===== src/hw/rtl/utf8d_pkg.sv =====
package utf8d_pkg;

  typedef struct packed {
    logic [7:0] data_byte;
    logic       final_byte;
  } in_word_t;

  typedef struct packed {
    logic [15:0] code_unit;
    logic        replaced;
    logic        run_end;
    logic        stream_done;
  } out_word_t;

  typedef struct packed {
    logic        lead_repl;
    logic [15:0] code_unit;
    logic        replaced;
    logic        final_byte;
  } q_entry_t;

  typedef struct packed {
    logic full;
    logic empty;
  } fifo_stat_t;

  localparam int          QueueDepthDef = 4;
  localparam logic [15:0] ReplChar      = 16'h003F;

endpackage


===== src/hw/rtl/utf8d_front.sv =====
module utf8d_front
  import utf8d_pkg::*;
(
  input  logic     clk,
  input  logic     rst_n,
  input  in_word_t in_data,
  input  logic     accept,
  output logic     push,
  output q_entry_t entry
);

  localparam logic [1:0] PhIdle = 2'd0;
  localparam logic [1:0] PhLead = 2'd1;
  localparam logic [1:0] PhCont = 2'd2;

  logic [1:0]  phase_r, phase_nxt;
  logic [7:0]  lead_r, lead_nxt;
  logic [5:0]  sec_r, sec_nxt;
  logic        has;
  logic [7:0]  b;
  logic        fin;
  logic        is_cont;
  logic        fr_has;
  logic [15:0] fr_unit;

  always_comb begin
    b        = in_data.data_byte;
    fin      = in_data.final_byte;
    is_cont  = (b[7:6] == 2'b10);
    fr_has   = !b[7] || fin;
    fr_unit  = b[7] ? ReplChar : {8'h00, b};
    phase_nxt = phase_r;
    lead_nxt  = lead_r;
    sec_nxt   = sec_r;
    has       = 1'b0;
    entry     = '{lead_repl: 1'b0, code_unit: ReplChar, replaced: 1'b1, final_byte: fin};
    case (phase_r)
      PhLead, PhCont: begin
        if (!is_cont) begin
          has       = 1'b1;
          phase_nxt = PhIdle;
          if (fr_has) begin
            entry.lead_repl = 1'b1;
            entry.code_unit = fr_unit;
            entry.replaced  = b[7];
          end else begin
            lead_nxt  = b;
            phase_nxt = PhLead;
          end
        end else if (phase_r == PhLead) begin
          if (lead_r[7:5] == 3'b110) begin
            has             = 1'b1;
            phase_nxt       = PhIdle;
            entry.code_unit = {5'd0, lead_r[4:0], b[5:0]};
            entry.replaced  = 1'b0;
          end else if (fin) begin
            has       = 1'b1;
            phase_nxt = PhIdle;
          end else begin
            sec_nxt   = b[5:0];
            phase_nxt = PhCont;
          end
        end else begin
          has             = 1'b1;
          phase_nxt       = PhIdle;
          entry.code_unit = {lead_r[3:0], sec_r, b[5:0]};
          entry.replaced  = 1'b0;
        end
      end
      default: begin
        phase_nxt = PhIdle;
        if (fr_has) begin
          has             = 1'b1;
          entry.code_unit = fr_unit;
          entry.replaced  = b[7];
        end else begin
          lead_nxt  = b;
          phase_nxt = PhLead;
        end
      end
    endcase
    if (fin) begin
      phase_nxt = PhIdle;
    end
    push = accept && has;
  end

  always_ff @(posedge clk) begin
    if (!rst_n) begin
      phase_r <= PhIdle;
    end else if (accept) begin
      phase_r <= phase_nxt;
    end
  end

  always_ff @(posedge clk) begin
    if (accept) begin
      lead_r <= lead_nxt;
      sec_r  <= sec_nxt;
    end
  end

endmodule


===== src/hw/rtl/utf8d_fifo.sv =====
module utf8d_fifo
  import utf8d_pkg::*;
#(
  parameter int Depth = QueueDepthDef
) (
  input  logic       clk,
  input  logic       rst_n,
  input  logic       push,
  input  q_entry_t   wr_entry,
  input  logic       pop,
  output q_entry_t   head,
  output fifo_stat_t stat
);

  localparam int AW = (Depth > 1) ? $clog2(Depth) : 1;
  localparam int CW = $clog2(Depth + 1);

  q_entry_t        mem [Depth];
  logic [AW-1:0]   wr_ptr_r, rd_ptr_r;
  logic [CW-1:0]   count_r;

  assign stat.full  = (count_r == CW'(Depth));
  assign stat.empty = (count_r == '0);
  assign head       = mem[rd_ptr_r];

  always_ff @(posedge clk) begin
    if (push) begin
      mem[wr_ptr_r] <= wr_entry;
    end
  end

  always_ff @(posedge clk) begin
    if (!rst_n) begin
      wr_ptr_r <= '0;
      rd_ptr_r <= '0;
      count_r  <= '0;
    end else begin
      if (push) begin
        wr_ptr_r <= (wr_ptr_r == AW'(Depth - 1)) ? '0 : wr_ptr_r + 1'b1;
      end
      if (pop) begin
        rd_ptr_r <= (rd_ptr_r == AW'(Depth - 1)) ? '0 : rd_ptr_r + 1'b1;
      end
      if (push && !pop) begin
        count_r <= count_r + 1'b1;
      end else if (pop && !push) begin
        count_r <= count_r - 1'b1;
      end
    end
  end

endmodule


===== src/hw/rtl/utf8d_back.sv =====
module utf8d_back
  import utf8d_pkg::*;
(
  input  logic       clk,
  input  logic       rst_n,
  input  q_entry_t   head,
  input  fifo_stat_t stat,
  output logic       pop,
  output logic       out_valid,
  input  logic       out_stall,
  output out_word_t  out_data
);

  logic      out_valid_r;
  out_word_t out_data_r, out_data_nxt;
  logic      part_r, part_nxt;
  logic      load;

  assign out_valid = out_valid_r;
  assign out_data  = out_data_r;
  assign load      = !out_valid_r || !out_stall;

  always_comb begin
    pop          = 1'b0;
    part_nxt     = part_r;
    out_data_nxt = out_data_r;
    if (load && !stat.empty) begin
      if (head.lead_repl && !part_r) begin
        out_data_nxt = '{code_unit: ReplChar, replaced: 1'b1, run_end: 1'b0,
                         stream_done: 1'b0};
        part_nxt     = 1'b1;
      end else begin
        out_data_nxt = '{code_unit: head.code_unit, replaced: head.replaced,
                         run_end: 1'b1, stream_done: head.final_byte};
        part_nxt     = 1'b0;
        pop          = 1'b1;
      end
    end
  end

  always_ff @(posedge clk) begin
    if (!rst_n) begin
      out_valid_r <= 1'b0;
      part_r      <= 1'b0;
    end else begin
      part_r <= part_nxt;
      if (load) begin
        out_valid_r <= !stat.empty;
      end
    end
  end

  always_ff @(posedge clk) begin
    out_data_r <= out_data_nxt;
  end

endmodule


===== src/hw/rtl/utf8_byte_stream_decoder_top.sv =====
// channel  dir  handshake          payload
// in_      in   in_valid/in_stall   in_word_t  {data_byte, final_byte}
// out_     out  out_valid/out_stall out_word_t {code_unit, replaced, run_end, stream_done}
//
// One byte per cycle enters while in_stall is low; it reaches out_ through the queue and then the output register.
// A broken sequence gives two words, and the back end holds its queue entry until both are sent.
// The front end keeps taking bytes until the QueueDepth-entry queue is full.
// rst_n is synchronous, active low; it empties the queue and the output register.
module utf8_byte_stream_decoder_top
  import utf8d_pkg::*;
#(
  parameter int QueueDepth = QueueDepthDef
) (
  input  logic      clk,
  input  logic      rst_n,
  input  logic      in_valid,
  output logic      in_stall,
  input  in_word_t  in_data,
  output logic      out_valid,
  input  logic      out_stall,
  output out_word_t out_data
);

  logic       accept;
  logic       push;
  logic       pop;
  q_entry_t   entry;
  q_entry_t   head;
  fifo_stat_t stat;

  assign in_stall = stat.full;
  assign accept   = in_valid && !stat.full;

  utf8d_front u_front (
    .clk     (clk),
    .rst_n   (rst_n),
    .in_data (in_data),
    .accept  (accept),
    .push    (push),
    .entry   (entry)
  );

  utf8d_fifo #(
    .Depth (QueueDepth)
  ) u_fifo (
    .clk      (clk),
    .rst_n    (rst_n),
    .push     (push),
    .wr_entry (entry),
    .pop      (pop),
    .head     (head),
    .stat     (stat)
  );

  utf8d_back u_back (
    .clk       (clk),
    .rst_n     (rst_n),
    .head      (head),
    .stat      (stat),
    .pop       (pop),
    .out_valid (out_valid),
    .out_stall (out_stall),
    .out_data  (out_data)
  );

endmodule


===== config.mk =====
export PLATFORM = sky130hd
export DESIGN_NAME = utf8_byte_stream_decoder_top
export DESIGN_NICKNAME = d
export VERILOG_FILES = /design/src/hw/rtl/utf8d_pkg.sv /design/src/hw/rtl/utf8d_front.sv /design/src/hw/rtl/utf8d_fifo.sv /design/src/hw/rtl/utf8d_back.sv /design/src/hw/rtl/utf8_byte_stream_decoder_top.sv
export SDC_FILE = /design/constraint.sdc
export NUM_CORES = 1
export LEC_CHECK = 0
export BUFFER_PORTS_ARGS = -buffer_cell sky130_fd_sc_hd__buf_2
export CAP_MARGIN = 5
export CORE_MARGIN = 1
export CORE_UTILIZATION = 64
export CTS_CLUSTER_DIAMETER = 60
export DETAILED_ROUTE_END_ITERATION = 8
export PLACE_DENSITY_LB_ADDON = 0.2
export SLEW_MARGIN = 20
export SYNTH_ARGS = -nofsm -noshare
export SYNTH_HDL_FRONTEND = slang
export SYNTH_SLANG_ARGS = --single-unit

===== constraint.sdc =====
create_clock -name clk -period 4.8 [get_ports clk]
set_clock_uncertainty 0.1 [all_clocks]
set_input_delay 0.24 -clock clk [delete_from_list [all_inputs] [get_ports clk]]
set_output_delay 0.24 -clock clk [all_outputs]
set_load 0.1 [all_outputs]

; After elaboration in Yosys (flattened, before gate mapping)
; Memories as Yosys holds them, arrays and structs flattened. A register that Yosys moved wholly into a read port is not among the register bits.
; Cells that the tools add are included.
[word_totals]
regBits = 44
ramBits = 76
out_inout_bits = 21
wordCells = 84
memories = 1
[mem_list]
columns = name, words, width, read_ports, rd_ports_with_merged_regs, write_ports, line
row1 = u_fifo.mem, 4, 19, 1, 1, 1, utf8d_fifo.sv:18  ; q_entry_t mem [Depth];
[op_classes]
addsub = 4
n_eq_ne = 8
muxes = 36
bitwise_logic = 2
reduce_logical = 21
[ops]
columns = operator, count
row1 = two-way mux 17 bit, 4
row2 = two-way mux 8 bit, 3
row3 = two-way mux 2 bit, 10
row4 = two-way mux 18 bit, 1
row5 = two-way mux 1 bit, 14
row6 = two-way mux 12 bit, 1
row7 = "== test 2 bit, second input constant", 4
row8 = zero test 1 bit, 8
row9 = two-way mux 7 bit, 1
row10 = "== test 3 bit, second input constant", 2
row11 = logical AND 1 bit, 6
row12 = two-way mux 3 bit, 2
row13 = AND reduction 6 bit, 1
row14 = "adder 2 x 1 -> 2 bit, second input constant", 2
row15 = "adder 3 x 1 -> 3 bit, second input constant", 1
row16 = zero test 3 bit, 1
row17 = "subtractor 3 x 1 -> 3 bit, second input constant", 1
row18 = "== test 2 x 1 -> 1 bit, second input constant", 1
row19 = logical OR 1 bit, 2
row20 = "inequality test 2 bit, second input constant", 1
row21 = inverter 1 bit, 2
row22 = AND reduction 2 bit, 1
row23 = nonzero test 2 bit, 1
row24 = OR reduction 2 bit, 1

; Logic depth before layout (Yosys ltp)
[logic_depth]
ltp_word = 10
mapped_depth = 12
mapped_depth_nobuf = 11

; Modules after synthesis
; A second synthesis with hierarchy kept.
[unflattened]
hier_cells = 264
hier_area_um2 = 4908.5
[by_module_without_submodules]
columns = module, instances, cells_per_inst, area_per_inst_um2, seq_area_each_um2
row1 = utf8d_fifo, 1, 143, 3243.1, 2462.4
row2 = utf8d_back, 1, 49, 837.1, 610.6
row3 = utf8d_front, 1, 71, 814.5, 460.4
row4 = utf8_byte_stream_decoder_top, 1, 1, 13.8, 0.0

; Worst setup path before layout
; OpenSTA, ideal clock, no wires.
[synth_timing]
path_type = register to register
startpoint = register u_back.out_valid_r (netlist: u_back.out_valid)
endpoint = register u_fifo.count_r[2]
setup_time_ns = 0.070
arrival_time_ns = 2.702
t_required_ns = 4.630
setup_slack_ns = 1.928
stages_incl_launch_ff = 9
n_path_buf = 0
period_less_slack_ns = 2.872
cell_sequence = dfxtp_1 > a21oi_4 > nand2_4 > ha_1 > inv_1 > fa_1 > xor2_1 > or3_1 > a21boi_1
[synth_via]
elab_chain_cells = 7
word_cells_on_any_way = 9
cone_classes = mux (2) / reduce/logical (7)
[synth_lines]
columns = element, line
row1 = start: declaration, utf8d_back.sv:14  ; logic out_valid_r;
row2 = start signal: assignment, utf8d_back.sv:48  ; out_valid_r <= !stat.empty;
row3 = zero test 1 bit *, utf8d_back.sv:21  ; assign load = !out_valid_r || !out_stall;
row4 = logical OR 1 bit *, utf8d_back.sv:21
row5 = logical AND 1 bit *, utf8d_back.sv:27  ; if (load && !stat.empty) begin
row6 = two-way mux 1 bit *, utf8d_back.sv:27
row7 = zero test 1 bit, utf8d_fifo.sv:44  ; if (push && !pop) begin
row8 = logical AND 1 bit, utf8d_fifo.sv:44
row9 = two-way mux 3 bit / nonzero test 2 bit (equally long branches), --
row10 = end signal: assignment, utf8d_fifo.sv:45  ; count_r <= count_r + 1'b1;
row11 = end signal: assignment, utf8d_fifo.sv:47  ; count_r <= count_r - 1'b1;
row12 = end: declaration, utf8d_fifo.sv:20  ; logic [CW-1:0] count_r;
; Every way passes the cells marked *; elsewhere a longest branch is shown, timed or not.
; A chain may end at the register's enable or synchronous reset.

==> impl_metrics.py <==
metrics = {
    "outcome": {
        "status": "complete, no violations",
    },
    "power_and_ir_drop": {
        "vdd_drop_max_mv": 0.382,
        "p_sw_mw": 1.48,
        "seq_power_share": 0.366,
        "p_leak_nw": 2.04,
        "combPwrFrac": 0.317,
        "sw_frac_of_total": 0.374,
        "p_clk_frac": 0.317,
        "internal_power_mw": 2.47,
        "power_density_mw_per_mm2": 683,
    },
    "timing": {
        "setup_ws_ns": 1.72,
        "period_share": 0.643,
        "finalHoldViolations": 0,
        "rsz0062_at_grt": "no",
        "max_freq_ghz": 0.324,
        "fin_crit_ns": 3.08,
        "worst_slew_pin_slew_ns": 1.09,
        "setup_viol": 0,
        "slew_headroom": 0.275,
        "drv_slew": 0,
        "setup_tns_ns": 0,
    },
    "detailed_routing": {
        "drt_iter0_markers": 129,
        "vias_per_cell": 5.65,
        "final_antenna_net_count": 0,
        "vias": 2439,
        "drtPass1Iterations": 4,
        "drc": 0,
        "wl_um": 8440,
        "drt-wirelength-per-cell_um": 19.5,
    },
    "layout": {
        "final_common_cell": "edfxtp_1",
        "layout.cells.non_filler": 432,
        "final_layout_size_suffix_gt1_frac": 0.255,
        "nNetsFinal": 341,
        "num_antenna_cells": 0,
        "final_cell_mix": "109 x edfxtp_1, 33 x buf_2, 24 x and2_1",
        "post-route-util": 0.796,
        "area_growth_pct": 20.0,
        "fillers": 387,
    },
    "synth": {
        "synthesis.nets": 284,
        "synthesis.instances": 263,
        "synth_seq_cells": 122,
        "synthTopCellsByArea": "edfxtp_1 68%, mux4_2 6.1%, dfxtp_1 5.4%",
        "yosys.area_share.adder": 0.0224,
        "synth_compound_area_frac": 0.0211,
        "synth.area.mux_share": 0.114,
        "synth_top_area_frac": 0.681,
        "synth_top_family_by_area": "multiplexers",
        "syn_area_mm2": 0.00481,
        "yosysTopAreaCell": "edfxtp_1",
        "avgSynthCellArea_um2": 18.3,
        "synth_xor_area_frac": 0.00364,
        "synth_warnings": 0,
        "ys_types": 40,
        "seq_area_frac_synth": 0.735,
        "yosys.area_share.simple": 0.0861,
    },
    "floorplan": {
        "core_mm2": 0.00725,
        "rows": 31,
        "io_pins": 34,
        "dieArea_mm2": 0.00786,
        "die_h_um": 88.7,
        "start_util": 0.663,
        "die_w_um": 88.7,
    },
    "setup_path": {
        "critical_path_class": "register to register",
        "startpoint_type": "register",
        "critPathBufInv": 3,
        "required_ns": 5.15,
        "crit_family": "simple AND/OR/NAND/NOR gates",
        "cp.arrival_ns": 3.43,
        "cp_slowest_cell": "fa_1",
        "critPathMaxFanout": 19,
        "reg2regPathDepth": 11,
        "max_stage_delay_ns": 0.44,
        "rr_endpoint": "u_fifo.count_r[2]",
        "rrSetupSlack_ns": 1.72,
        "crit_chain": "buf_4 > mux4_2 > nor2b_4 > clkinv_2 > nand2_4 > ha_1 > inv_1 > fa_1 > xor2_1 > or3_1 > a21boi_1",
        "end_kind": "register",
    },
    "grt": {
        "grt_max_degree": 22,
        "grt_pass1_wl_um": 13000,
        "grt.total_usage": 0.243,
        "antenna_found_initial": 0,
        "grt_pass1_vias": 2483,
        "grt_overflow_total": 0,
    },
    "clocking": {
        "cts_tree": "done",
        "hold_buffers": 11,
        "post-cts-setup-buffer-count": 0,
        "numCtsBuffers": 17,
        "cts_max_path_buffers": 2,
        "clock_latency_ns": 0.51,
        "h-tree-depth": 4,
        "clkTransAtPathRegs_ns": 0.06,
        "root_buffer": "clkbuf_8",
        "ctsResizeCount": 0,
        "cts.sinks": 122,
    },
    "run": {
        "cap_violations": 0,
    },
    "min_path": {
        "min_to": "u_front.phase_r[0]",
        "hold_start": "in_valid",
        "holdPathStages": 4,
        "hold_class": "primary input to register",
    },
    "placed_design": {
        "dp_cells": 389,
        "dp_hpwl_um": 4850,
        "routabilityCongestion": 0.740,
        "pre_cts_slack_ns": 1.66,
        "io_buffer_count": 33,
    },
}
## power by group through the flow
stage / sequential, mW / clock (mW) / combinational (mW)
4_1_cts: 1.44 / 1.26 / 1.27
6_report: 1.44 / 1.25 / 1.25
5_1_grt: 1.46 / 1.31 / 1.32
3_5_place_dp: 1.46 / 0 / 1.25
2_1_floorplan: 2.04 / 0 / 0.469
3_3_place_gp: 1.45 / 0 / 1.23
## state kept, by name, indices dropped and copies added, names as in the netlist, named ones only
| register | flops |
|---|---|
| u_fifo.count_r | 3 |
| u_fifo.mem | 76 |
| u_front.lead_r | 8 |
| u_back.out_valid | 1 |
| u_back.part_r | 1 |
| u_back.out_data | 19 |
| u_fifo.rd_ptr_r | 2 |
| u_fifo.wr_ptr_r | 2 |
| u_front.phase_r | 2 |
| u_front.sec_r | 6 |
## final cells by class
cell class	instances	area, um^2	share of cell area
sequential	122	3530	0.612
tap	99	124	0.0215
clock buffer	17	414	0.0718
timing repair buffer	46	290	0.0503
inverter	9	35.0	0.00607
clock inverter	15	178	0.0308
multi-input combinational	124	1200	0.207
## stage by stage
step	power [mW]	area, um^2	hold WS (ns)
2_1_floorplan	2.51	4810	0.239
3_3_place_gp	2.68	5070	0.350
3_5_place_dp	2.71	5070	0.353
4_1_cts	3.97	5770	0.0765
5_1_grt	4.09	5770	0.117
6_report	3.94	5770	0.101
## cell families (layout without fill, tap and decap cells)
group                      after synthesis  after routing
muxes                                   29             29
buffers and inverters                   17             87
and+or+nand+nor                         72             72
adders and majority gates                8              8
DFF                                    122            122
AOI/OAI and AO/OA                       13             13
xor gates and xnor gates                 2              2
## cells in the mapped netlist (all sizes together)
master,number
a21oi,2
nor3b,1
mux4,19
nor4b,1
a21boi,2
nand2b,6
mux2i,10
or3,1
xor2,1
o311ai,1
dfxtp,13
or2,7
xnor2,1
nand3b,1
clkbuf,4
o21a,3
inv,8
a211o,1
nor2b,3
nor2,7
ha,7
nand2,17
o22ai,1
or3b,1
and2,24
nand3,1
nor3,2
fa,1
clkinv,1
o21ai,2
a32oi,1
buf,4
edfxtp,109
## metal layers
| metal | vias to the layer above | GRT usage | share of wire |
|---|---|---|---|
| met5 | - | 0 | 0 |
| li1 | 1120 | - | - |
| met1 | 1218 | 0.294 | 0.39 |
| met2 | 97 | 0.416 | 0.55 |
| met4 | 0 | 0.0880 | 0.0047 |
| met3 | 4 | 0.0746 | 0.056 |
## how the worst max path moves through the flow
stage	end	from	slack [ns]	depth (start not counted)
6_report	u_fifo.count_r[2]	register	1.72	11
5_1_grt	u_fifo.count_r[2]	register	1.53	11
3_3_place_gp	u_fifo.count_r[2]	register	1.82	11
4_1_cts	u_fifo.count_r[2]	register	1.65	11
3_5_place_dp	u_fifo.count_r[2]	register	1.66	11
2_1_floorplan	u_fifo.count_r[2]	u_back.out_valid	1.93	8
## worst reg2reg max path, delay by kind of cell (launching register included)
family / cells / cell delay [ns]
XOR/XNOR: 1 / 0.17
flip-flops: 1 / 0.32
buffers and inverters: 3 / 0.64
AO/OA/AOI/OAI: 1 / 0.13
adder cells (fa/ha/maj): 2 / 0.64
multiplexers: 1 / 0.31
AND/OR/NAND/NOR: 3 / 0.71
Note: power is estimated with default switching activity, not from simulation.
